File: config.mk
export PLATFORM = sky130hd
export DESIGN_NAME = door_motor_limit_controller
export DESIGN_NICKNAME = d
export VERILOG_FILES = /design/src/rtl/dmlc_pkg.sv /design/src/rtl/door_motor_limit_controller.sv
export SDC_FILE = /design/constraint.sdc
export NUM_CORES = 1
export LEC_CHECK = 0
export BUFFER_PORTS_ARGS = -buffer_cell sky130_fd_sc_hd__buf_2
export CORE_ASPECT_RATIO = 1.2
export CORE_MARGIN = 1
export CORE_UTILIZATION = 50
export CTS_BUF_LIST = sky130_fd_sc_hd__clkbuf_4 sky130_fd_sc_hd__clkbuf_8 sky130_fd_sc_hd__clkbuf_16
export CTS_CLUSTER_DIAMETER = 50
export DETAILED_ROUTE_END_ITERATION = 6
export PLACE_DENSITY = 0.79
export SYNTH_ARGS = -nofsm -noshare
export SYNTH_HDL_FRONTEND = slang
export SYNTH_SLANG_ARGS = --single-unit
File: constraint.sdc
create_clock -name clk -period 4.4 [get_ports clk]
set_input_delay 0.44 -clock clk [delete_from_list [all_inputs] [get_ports clk]]
set_output_delay 0.44 -clock clk [all_outputs]
set_load 0.1 [all_outputs]
File: src/rtl/dmlc_pkg.sv
// ----------------------------------------------------------------------------
// dmlc_pkg
// Shared types and codes for the door motor limit controller.
// ----------------------------------------------------------------------------
package dmlc_pkg;

  localparam int CNT_W = 15;
  localparam int CFG_ADDR_W = 2;

  typedef logic [CNT_W-1:0] cnt_t;

  typedef logic [CFG_ADDR_W-1:0] cfg_addr_t;
  localparam cfg_addr_t REG_BRAKE_DELAY = 2'd0;
  localparam cfg_addr_t REG_MAX_RUN     = 2'd1;
  localparam cfg_addr_t REG_STUCK_CHECK = 2'd2;

  localparam cnt_t BRAKE_DELAY_RST = 15'd200;
  localparam cnt_t MAX_RUN_RST     = 15'd20000;
  localparam cnt_t STUCK_CHECK_RST = 15'd1000;

  typedef logic [1:0] event_t;
  localparam event_t EV_NONE       = 2'd0;
  localparam event_t EV_NOT_MOVING = 2'd1;
  localparam event_t EV_MAX_RUN    = 2'd2;

  typedef struct packed {
    logic       power_relay;
    logic       direction_relay;
    event_t     event_code;
    logic [1:0] position;
  } result_t;

endpackage

File: src/rtl/door_motor_limit_controller.sv
// ----------------------------------------------------------------------------
// door_motor_limit_controller
// Motorized door control with two active-low limit switches and countdowns.
// ----------------------------------------------------------------------------
// Input channel (in_valid/in_ready) carries one item: a move command
// (in_func = 1) or one time tick (in_func = 0), with both switch levels.
// Each item yields exactly one result on the out_ channel: relay drives,
// event code and position.
// The result of an accepted item is registered. Throughput: one item per
// cycle while in_ready is high; the state update is a single pass of logic
// from the accepted item and the state registers to the result register.
// A two-entry output buffer (result register plus skid register) lets an item
// be taken while the previous result waits; in_ready drops only when both
// entries are full, so a stalled receiver holds the block after two items.
// Configuration writes (cfg_we, cfg_addr, cfg_wdata) take effect at once;
// an unused index is ignored.
// Reset (rst_n low, synchronous) restores the default delays, powers the
// motor off, clears all countdowns and empties the output buffer.
// ----------------------------------------------------------------------------
module door_motor_limit_controller
  import dmlc_pkg::*;
(
  input  logic                  clk,
  input  logic                  rst_n,
  input  logic                  cfg_we,
  input  logic [CFG_ADDR_W-1:0] cfg_addr,
  input  logic [CNT_W-1:0]      cfg_wdata,
  input  logic                  in_valid,
  output logic                  in_ready,
  input  logic                  in_func,
  input  logic                  in_go_up,
  input  logic                  in_top_switch,
  input  logic                  in_bottom_switch,
  output logic                  out_valid,
  input  logic                  out_ready,
  output logic                  out_power_relay,
  output logic                  out_direction_relay,
  output logic [1:0]            out_event_code,
  output logic [1:0]            out_position
);

  cnt_t brake_delay_r, max_run_r, stuck_check_r;

  logic power_on_r, power_on_nxt;
  logic direction_up_r, direction_up_nxt;
  logic travel_up_r, travel_up_nxt;
  logic stuck_pending_r, stuck_pending_nxt;
  logic brake_active_r, brake_active_nxt;
  logic stuck_armed_r, stuck_armed_nxt;
  logic maxrun_armed_r, maxrun_armed_nxt;
  cnt_t stuck_cnt_r, stuck_cnt_nxt;
  cnt_t maxrun_cnt_r, maxrun_cnt_nxt;
  cnt_t brake_cnt_r, brake_cnt_nxt;

  logic    top_closed, bot_closed, start_closed, stop_closed;
  event_t  ev;
  result_t res;

  result_t main_r, skid_r;
  logic    main_valid_r, skid_valid_r;
  logic    push, pop;

  assign in_ready = ~skid_valid_r;
  assign push     = in_valid & in_ready;
  assign pop      = main_valid_r & out_ready;

  always_ff @(posedge clk) begin
    if (!rst_n) begin
      brake_delay_r <= BRAKE_DELAY_RST;
      max_run_r     <= MAX_RUN_RST;
      stuck_check_r <= STUCK_CHECK_RST;
    end else if (cfg_we) begin
      case (cfg_addr)
        REG_BRAKE_DELAY: brake_delay_r <= cfg_wdata;
        REG_MAX_RUN:     max_run_r     <= cfg_wdata;
        REG_STUCK_CHECK: stuck_check_r <= cfg_wdata;
        default: ;
      endcase
    end
  end

  always_comb begin
    power_on_nxt      = power_on_r;
    direction_up_nxt  = direction_up_r;
    travel_up_nxt     = travel_up_r;
    stuck_pending_nxt = stuck_pending_r;
    brake_active_nxt  = brake_active_r;
    stuck_armed_nxt   = stuck_armed_r;
    maxrun_armed_nxt  = maxrun_armed_r;
    stuck_cnt_nxt     = stuck_cnt_r;
    maxrun_cnt_nxt    = maxrun_cnt_r;
    brake_cnt_nxt     = brake_cnt_r;
    ev                = EV_NONE;
    top_closed        = ~in_top_switch;
    bot_closed        = ~in_bottom_switch;
    start_closed      = 1'b0;
    stop_closed       = 1'b0;
    if (in_func) begin
      stuck_armed_nxt  = 1'b0;
      stuck_cnt_nxt    = '0;
      maxrun_armed_nxt = 1'b0;
      maxrun_cnt_nxt   = '0;
      travel_up_nxt    = in_go_up;
      start_closed     = in_go_up ? bot_closed : top_closed;
      stop_closed      = in_go_up ? top_closed : bot_closed;
      if (!stop_closed) begin
        direction_up_nxt = in_go_up;
        if (start_closed) begin
          stuck_pending_nxt = 1'b1;
          stuck_armed_nxt   = 1'b1;
          stuck_cnt_nxt     = stuck_check_r;
        end
        maxrun_armed_nxt = 1'b1;
        maxrun_cnt_nxt   = max_run_r;
        power_on_nxt     = 1'b1;
      end
    end else begin
      start_closed = travel_up_r ? bot_closed : top_closed;
      stop_closed  = travel_up_r ? top_closed : bot_closed;
      if (stuck_armed_nxt) begin
        if (stuck_cnt_nxt <= cnt_t'(1)) begin
          stuck_cnt_nxt     = '0;
          stuck_armed_nxt   = 1'b0;
          stuck_pending_nxt = 1'b0;
          if ((top_closed || bot_closed) && start_closed) begin
            power_on_nxt     = 1'b0;
            maxrun_armed_nxt = 1'b0;
            maxrun_cnt_nxt   = '0;
            ev               = EV_NOT_MOVING;
          end
        end else begin
          stuck_cnt_nxt = stuck_cnt_nxt - cnt_t'(1);
        end
      end
      if (maxrun_armed_nxt) begin
        if (maxrun_cnt_nxt <= cnt_t'(1)) begin
          stuck_armed_nxt  = 1'b0;
          stuck_cnt_nxt    = '0;
          maxrun_armed_nxt = 1'b0;
          maxrun_cnt_nxt   = '0;
          power_on_nxt     = 1'b0;
          brake_active_nxt = 1'b0;
          brake_cnt_nxt    = '0;
          ev               = EV_MAX_RUN;
        end else begin
          maxrun_cnt_nxt = maxrun_cnt_nxt - cnt_t'(1);
        end
      end
      if (brake_active_nxt) begin
        if (brake_cnt_nxt <= cnt_t'(1)) begin
          brake_cnt_nxt    = '0;
          stuck_armed_nxt  = 1'b0;
          stuck_cnt_nxt    = '0;
          maxrun_armed_nxt = 1'b0;
          maxrun_cnt_nxt   = '0;
          power_on_nxt     = 1'b0;
          brake_active_nxt = 1'b0;
        end else begin
          brake_cnt_nxt = brake_cnt_nxt - cnt_t'(1);
        end
      end
      if (!stuck_pending_nxt && !brake_active_nxt && power_on_nxt) begin
        if (stop_closed) begin
          brake_active_nxt = 1'b1;
          brake_cnt_nxt    = brake_delay_r;
        end
        if (start_closed) begin
          power_on_nxt = 1'b0;
          ev           = EV_NOT_MOVING;
        end
      end
    end
    res.power_relay     = power_on_nxt;
    res.direction_relay = direction_up_nxt;
    res.event_code      = ev;
    res.position        = {top_closed, bot_closed};
  end

  always_ff @(posedge clk) begin
    if (!rst_n) begin
      power_on_r      <= 1'b0;
      direction_up_r  <= 1'b0;
      travel_up_r     <= 1'b0;
      stuck_pending_r <= 1'b0;
      brake_active_r  <= 1'b0;
      stuck_armed_r   <= 1'b0;
      maxrun_armed_r  <= 1'b0;
      stuck_cnt_r     <= '0;
      maxrun_cnt_r    <= '0;
      brake_cnt_r     <= '0;
    end else if (push) begin
      power_on_r      <= power_on_nxt;
      direction_up_r  <= direction_up_nxt;
      travel_up_r     <= travel_up_nxt;
      stuck_pending_r <= stuck_pending_nxt;
      brake_active_r  <= brake_active_nxt;
      stuck_armed_r   <= stuck_armed_nxt;
      maxrun_armed_r  <= maxrun_armed_nxt;
      stuck_cnt_r     <= stuck_cnt_nxt;
      maxrun_cnt_r    <= maxrun_cnt_nxt;
      brake_cnt_r     <= brake_cnt_nxt;
    end
  end

  // hold results in the result register, overflow into the skid register
  always_ff @(posedge clk) begin
    if (!rst_n) begin
      main_valid_r <= 1'b0;
      skid_valid_r <= 1'b0;
    end else if (!main_valid_r || pop) begin
      if (skid_valid_r) begin
        main_valid_r <= 1'b1;
        skid_valid_r <= push;
      end else begin
        main_valid_r <= push;
      end
    end else if (push) begin
      skid_valid_r <= 1'b1;
    end
  end

  always_ff @(posedge clk) begin
    if (!main_valid_r || pop) begin
      if (skid_valid_r) begin
        main_r <= skid_r;
        if (push) begin
          skid_r <= res;
        end
      end else if (push) begin
        main_r <= res;
      end
    end else if (push) begin
      skid_r <= res;
    end
  end

  assign out_valid           = main_valid_r;
  assign out_power_relay     = main_r.power_relay;
  assign out_direction_relay = main_r.direction_relay;
  assign out_event_code      = main_r.event_code;
  assign out_position        = main_r.position;

endmodule
# --- After elaboration in Yosys (flattened, before gate mapping) ---
# Index checks and enable logic that the tools add are counted.
totals:
  mem_bits_ro: 0
  n_memories: 0
  register_bits: 111
  elab_cells: 152
  in_bits: 26
  mem_bits_rw: 0
  output_inout_bits: 8
  latchBits: 0
classes:
  reduce_logical: 18
  add_sub_neg: 3
  div: 0
  muxes: 94
  bitwise_logic: 6
  shift: 0
  mul: 0
  eq_ne: 5
  magnitude_cmp: 3
ops:
  columns: ["operator", "n"]
  rows:
  - ["2-to-1 mux 15 bit", 26]
  - ["2-to-1 mux 1 bit", 58]
  - ["<= comparator 15 x 1 -> 1 bit, second input constant", 3]
  - ["subtractor 15 x 1 -> 15 bit, second input constant", 3]
  - ["2-to-1 mux 6 bit", 5]
  - ["AND reduction 2 bit", 6]
  - ["2-to-1 mux 2 bit", 5]
  - ["!= test 2 bit, second input constant", 2]
  - ["inverter 1 bit", 4]
  - ["nonzero test 2 bit", 2]
  - ["logical AND 1 bit", 3]
  - ["zero test 1 bit", 3]
  - ["AND reduction 3 bit", 1]
  - ["bitwise AND 1 bit", 2]
  - ["== test 2 x 1 -> 1 bit, second input constant", 1]
  - ["== test 2 bit, second input constant", 1]
  - ["zero test 2 bit", 1]
  - ["logical OR 1 bit", 2]
  - ["!= test 2 x 1 -> 1 bit, second input constant", 1]

# --- Logic depth before layout (Yosys ltp) ---
depth:
  word_depth: 23
  mapped_depth: 15
  depth_no_buf: 13

# --- Worst setup path after synthesis ---
# Ideal clock, no wire load.
synth_path:
  kind: "register to register"
  from: "register stuck_cnt_r[8]"
  to: "register brake_cnt_r[12]"
  path_buffers: 3
  path_slack_ns: 1.205
  path_stages_with_launch: 15
  arrival_time_ns: 3.073
  period_less_slack_ns: 3.195
  setup_ns: 0.122
  t_required_ns: 4.278
  path_cell_list: "dfxtp_1 -> buf_6 -> nor4_2 -> nand3_1 -> nor3_4 -> buf_2 -> nand2b_1 -> ha_1 -> o21bai_1 -> nand4b_2 -> nor4_4 -> nor3_4 -> and2_4 -> buf_6 -> a221o_1"
synth_via:
  elab_chain_cells: 16
  elab_cells_between_ends: 37
  classes_between: "1 x add/sub; 3 x order compare; 29 x mux; 4 x reduce/logical"
synth_rtl:
  columns: ["element", "line_no", "source"]
  rows:
  - ["start: declaration", "door_motor_limit_controller.sv:51", "cnt_t stuck_cnt_r, stuck_cnt_nxt;"]
  - ["start signal: assignment", "door_motor_limit_controller.sv:199", "stuck_cnt_r <= stuck_cnt_nxt;"]
  - ["<= comparator 15 x 1 -> 1 bit *", "door_motor_limit_controller.sv:121", "if (stuck_cnt_nxt <= cnt_t'(1)) begin"]
  - ["2-to-1 mux 15 bit", "door_motor_limit_controller.sv:121", null]
  - ["2-to-1 mux 15 bit", "door_motor_limit_controller.sv:120", "if (stuck_armed_nxt) begin"]
  - ["2-to-1 mux 15 bit", "door_motor_limit_controller.sv:98", "if (in_func) begin"]
  - ["<= comparator 15 x 1 -> 1 bit", "door_motor_limit_controller.sv:136", "if (maxrun_cnt_nxt <= cnt_t'(1)) begin"]
  - ["2-to-1 mux 15 bit", "door_motor_limit_controller.sv:136", null]
  - ["2-to-1 mux 15 bit", "door_motor_limit_controller.sv:135", "if (maxrun_armed_nxt) begin"]
  - ["2-to-1 mux 15 bit", "door_motor_limit_controller.sv:98", null]
  - ["<= comparator 15 x 1 -> 1 bit", "door_motor_limit_controller.sv:150", "if (brake_cnt_nxt <= cnt_t'(1)) begin"]
  - ["2-to-1 mux 1 bit", "door_motor_limit_controller.sv:150", null]
  - ["2-to-1 mux 1 bit", "door_motor_limit_controller.sv:149", "if (brake_active_nxt) begin"]
  - ["2-to-1 mux 1 bit", "door_motor_limit_controller.sv:98", null]
  - ["zero test 1 bit", "door_motor_limit_controller.sv:162", "if (!stuck_pending_nxt && !brake_active_nxt && power_on_nxt) begin"]
  - ["logical AND 1 bit (2 in a row)", "door_motor_limit_controller.sv:162", null]
  - ["2-to-1 mux 15 bit *", "door_motor_limit_controller.sv:162", null]
  - ["end signal: assignment", "door_motor_limit_controller.sv:201", "brake_cnt_r <= brake_cnt_nxt;"]
  - ["end: declaration", "door_motor_limit_controller.sv:53", "cnt_t brake_cnt_r, brake_cnt_nxt;"]
# Every way passes the cells marked *; elsewhere a longest branch is shown, timed or not. The select of a mux whose other input is x is not followed.
# A chain may end at the register's enable or synchronous reset.

# --- Final worst setup path ---
layout_path:
  from: "register stuck_cnt_r[4]"
  to: "register stuck_cnt_r[7]"
layout_via:
  elab_chain_cells: 12
  elab_cells_between_ends: 23
  classes_between: "1 x add/sub; 3 x order compare; 19 x mux"
layout_rtl:
  columns: ["element", "line_no"]
  rows:
  - ["<= comparator 15 x 1 -> 1 bit", "door_motor_limit_controller.sv:121"]
  - ["2-to-1 mux 15 bit", "door_motor_limit_controller.sv:121"]
  - ["2-to-1 mux 15 bit", "door_motor_limit_controller.sv:120"]
  - ["2-to-1 mux 15 bit", "door_motor_limit_controller.sv:98"]
  - ["<= comparator 15 x 1 -> 1 bit", "door_motor_limit_controller.sv:136"]
  - ["2-to-1 mux 15 bit", "door_motor_limit_controller.sv:136"]
  - ["2-to-1 mux 15 bit", "door_motor_limit_controller.sv:135"]
  - ["2-to-1 mux 15 bit", "door_motor_limit_controller.sv:98"]
  - ["<= comparator 15 x 1 -> 1 bit", "door_motor_limit_controller.sv:150"]
  - ["2-to-1 mux 15 bit", "door_motor_limit_controller.sv:150"]
  - ["2-to-1 mux 15 bit *", "door_motor_limit_controller.sv:149"]
  - ["2-to-1 mux 15 bit *", "door_motor_limit_controller.sv:98"]
# Marked as above.

==> impl_metrics.json <==
{
  "design_area_um2": 6130,
  "cp_slowest_cell": "o41ai_2",
  "grt_usage_pct": 26.9,
  "drcViolationCount": 0,
  "die_y_um": 119,
  "io_buffers": 33,
  "grt_pass1_vias": 5162,
  "rr_worst_depth": 12,
  "postPlaceCellArea_um2": 5830,
  "seq_area_um2": 2340,
  "final_common_cell": "nand2_1",
  "die_area_um2": 11700,
  "synthArstFlopShare_pct": 0,
  "via_count": 5464,
  "ys_seq_area_share_pct": 41.4,
  "worst_ep_arrival_time_ns": 3.71,
  "coreArea_um2": 11000,
  "rows": 42,
  "htree_num_levels": 3,
  "min_from": "cfg_wdata[8]",
  "antenna_found_initial": 0,
  "critPathLaunchType": "flop",
  "netlist_instances": 703,
  "detail_route.wl_per_cell_um": 18.2,
  "cp_slowest_stage_delay_ns": 0.43,
  "grt_max_degree": 41,
  "drv_slew": 0,
  "postCtsSetupRepairBufs": 0,
  "cts_resized": 0,
  "r2r-start": "stuck_cnt_r[4]",
  "antenna_cells": 0,
  "synthesis.nets": 732,
  "fin_crit_ns": 3.47,
  "die_w_um": 99.1,
  "postCtsHoldBufs": 0,
  "drtAntennaViolNets": 0,
  "rsz0062_at_grt": "no",
  "insertion_delay_ns": 0.35,
  "place.gp.congestion": 0.922,
  "first_pass_iters": 6,
  "synth_warnings": 0,
  "synth_seq_cells": 111,
  "cts_tree": "done",
  "r2r_slack_ns": 0.93,
  "critPathKind": "flop to flop",
  "multi_input_area_um2": 3070,
  "ys_types": 72,
  "clock-sinks": 111,
  "yosys.area.top_type": "dfxtp_1",
  "drt_iter0_markers": 583,
  "synth_edf_count": 12,
  "status": "complete, no violations",
  "crit_family": "simple AND/OR/NAND/NOR gates",
  "layout-drive-gt1-share_pct": 11.4,
  "hold_viol_final": 0,
  "netlist_area_um2": 5660,
  "cp_data_required_time_ns": 4.64,
  "hold_path_class": "input pin to flop",
  "fmax_ghz": 0.288,
  "hpwl_um": 10700,
  "final_cell_mix": "nand2_1, dfxtp_1, a21oi_1",
  "grt-ovfl-total": 0,
  "nFillCells": 1008,
  "via_per_inst": 6.49,
  "finalClockSkew_ns": 0.00610,
  "vdd_drop_max_v": 0.000211,
  "hold-path-endpoint": "stuck_check_r[8]",
  "setup_viol": 0,
  "area_growth_pct": 8.38,
  "cp_num_buf_inv": 1,
  "cp_common_cell": "nand2b_1",
  "synth_ff_type": "dfxtp_1",
  "wl_um": 15400,
  "ys_top_cells_by_area": "dfxtp_1, nand2_1, edfxtp_1",
  "worst_pin_slew_ns": 1.04,
  "cts-buffers-inserted": 9,
  "timing.final.crit_share_pct": 78.9,
  "powerDensity_nw_per_um2": 377,
  "critPathMaxFanout": 14,
  "rr_endpoint": "stuck_cnt_r[7]",
  "final.setup.tns_ns": 0,
  "synth_top_area_share_pct": 35.0,
  "cellLeakagePower_nw": 2.27,
  "whs_path_depth": 3,
  "end_kind": "flop",
  "cap_violations": 0,
  "start_util_pct": 51.2,
  "finalNetCount": 734,
  "cts.clk_slew.worst_paths_ns": 0.07,
  "root_buffer": "clkbuf_16",
  "crit_chain": "nor4_1, nand2b_1, nor3_4, buf_4, nand2b_1, ha_1, o21bai_1, nand4b_2, o41ai_2, or3_1, o21ai_1, a221o_1",
  "cts_buffer_depth": 2,
  "syn_area_per_cell_um2": 8.04,
  "ios": 34,
  "slew_headroom_pct": 30.0,
  "grt_pass1_wl_um": 25200
}
-- routing by layer --
metal | routed length, µm | global-route usage, %
met2 | 7330 | 43.7
met4 | 425 | 10.8
met3 | 1050 | 5.32
met1 | 6550 | 35.0
met5 | 0 | 0
-- synth_stat cells (4+ instances only) --
cell and number:
clkbuf_1 41, inv_1 10, a31oi_1 8, or4_1 5
a21o_1 4, o21ai_0 37, nand3_1 50, a32o_1 6
a21oi_1 59, nor4_1 7, nor2b_1 6, a221oi_1 4
nor2_1 41, o22ai_1 7, nand2_1 135, a22oi_1 7
o211ai_1 6, nor3b_1 5, nand2b_1 11, and3_1 9
nor3_1 18, or3_1 5, nand4_1 10, dfxtp_1 99
mux2i_1 4, o31ai_1 5, edfxtp_1 12, a221o_1 5
nand4b_1 6, mux2_2 5
-- worst register-to-register path: stages, from the launching register on --
cell and delay (ns):
dfxtp_1 0.37, nor4_1 0.41, nand2b_1 0.20, nor3_4 0.18, buf_4 0.24, nand2b_1 0.15
ha_1 0.15, o21bai_1 0.16, nand4b_2 0.20, o41ai_2 0.44, or3_1 0.39, o21ai_1 0.12
a221o_1 0.36
-- cell type report --
| cell class | instances | share of cell area, % |
|---|---|---|
| clock buffer | 11 | 3.92 |
| clock inverter | 5 | 0.898 |
| inverter | 10 | 0.612 |
| multi-input combinational | 533 | 50.1 |
| sequential | 111 | 38.2 |
| tap | 132 | 2.69 |
| timing repair buffer | 40 | 3.55 |
-- cell families after synthesis --
group | Yosys count | synth area share [%]
compound gates | 181 | 20.8
flops | 111 | 41.4
xor+xnor | 5 | 0.774
mux | 9 | 1.70
buf+inv | 59 | 4.31
simple gates | 335 | 30.3
fa+ha+maj | 3 | 0.664
-- registers in the layout, indices dropped and copies added (netlist names) --
signal / flops
brake_cnt_r: 15
brake_delay_r: 15
max_run_r: 15
maxrun_cnt_r: 15
stuck_check_r: 15
stuck_cnt_r: 15
skid_r: 6
out_event_code: 2
out_position: 2
brake_active_r: 1
direction_up_r: 1
maxrun_armed_r: 1
out_direction_relay: 1
out_power_relay: 1
out_valid: 1
power_on_r: 1
skid_valid_r: 1
stuck_armed_r: 1
stuck_pending_r: 1
travel_up_r: 1
-- through the flow --
step / hold slack, ns / instances / power (mW) / utilization [%] / worst slack [ns]
after global routing: 0.360 / 842 / 2.39 / 55.5 / 0.684
after floorplan: 0.432 / 703 / 1.40 / - / 1.21
after global placement: 0.449 / 826 / 1.48 / 52.9 / 1.14
after detailed placement: 0.453 / 826 / 1.49 / 52.9 / 0.965
final: 0.355 / 842 / 2.31 / 55.5 / 0.926
after CTS: 0.349 / 842 / 2.30 / 55.5 / 0.973
-- how the worst max path moves through the flow --
stage                     start                to  slack (ns)  depth (start not counted)
2_1_floorplan    stuck_cnt_r[8]   brake_cnt_r[12]        1.21                         14
3_3_place_gp   in_bottom_switch    stuck_cnt_r[7]        1.14                         13
3_5_place_dp     stuck_cnt_r[8]    stuck_cnt_r[7]        0.97                         12
4_1_cts          stuck_cnt_r[2]    stuck_cnt_r[7]        0.97                         12
5_1_grt          stuck_cnt_r[8]  maxrun_cnt_r[12]        0.68                         12
6_report         stuck_cnt_r[4]    stuck_cnt_r[7]        0.93                         12
-- power by group --
group | leakage (nW) | total, mW | internal (mW) | switching, mW
clock network | 0.151 | 0.830 | 0.456 | 0.374
logic | 1.20 | 0.365 | 0.117 | 0.248
registers | 0.919 | 1.11 | 1.07 | 0.0460
No activity file was read; power rests on OpenSTA's default activity.
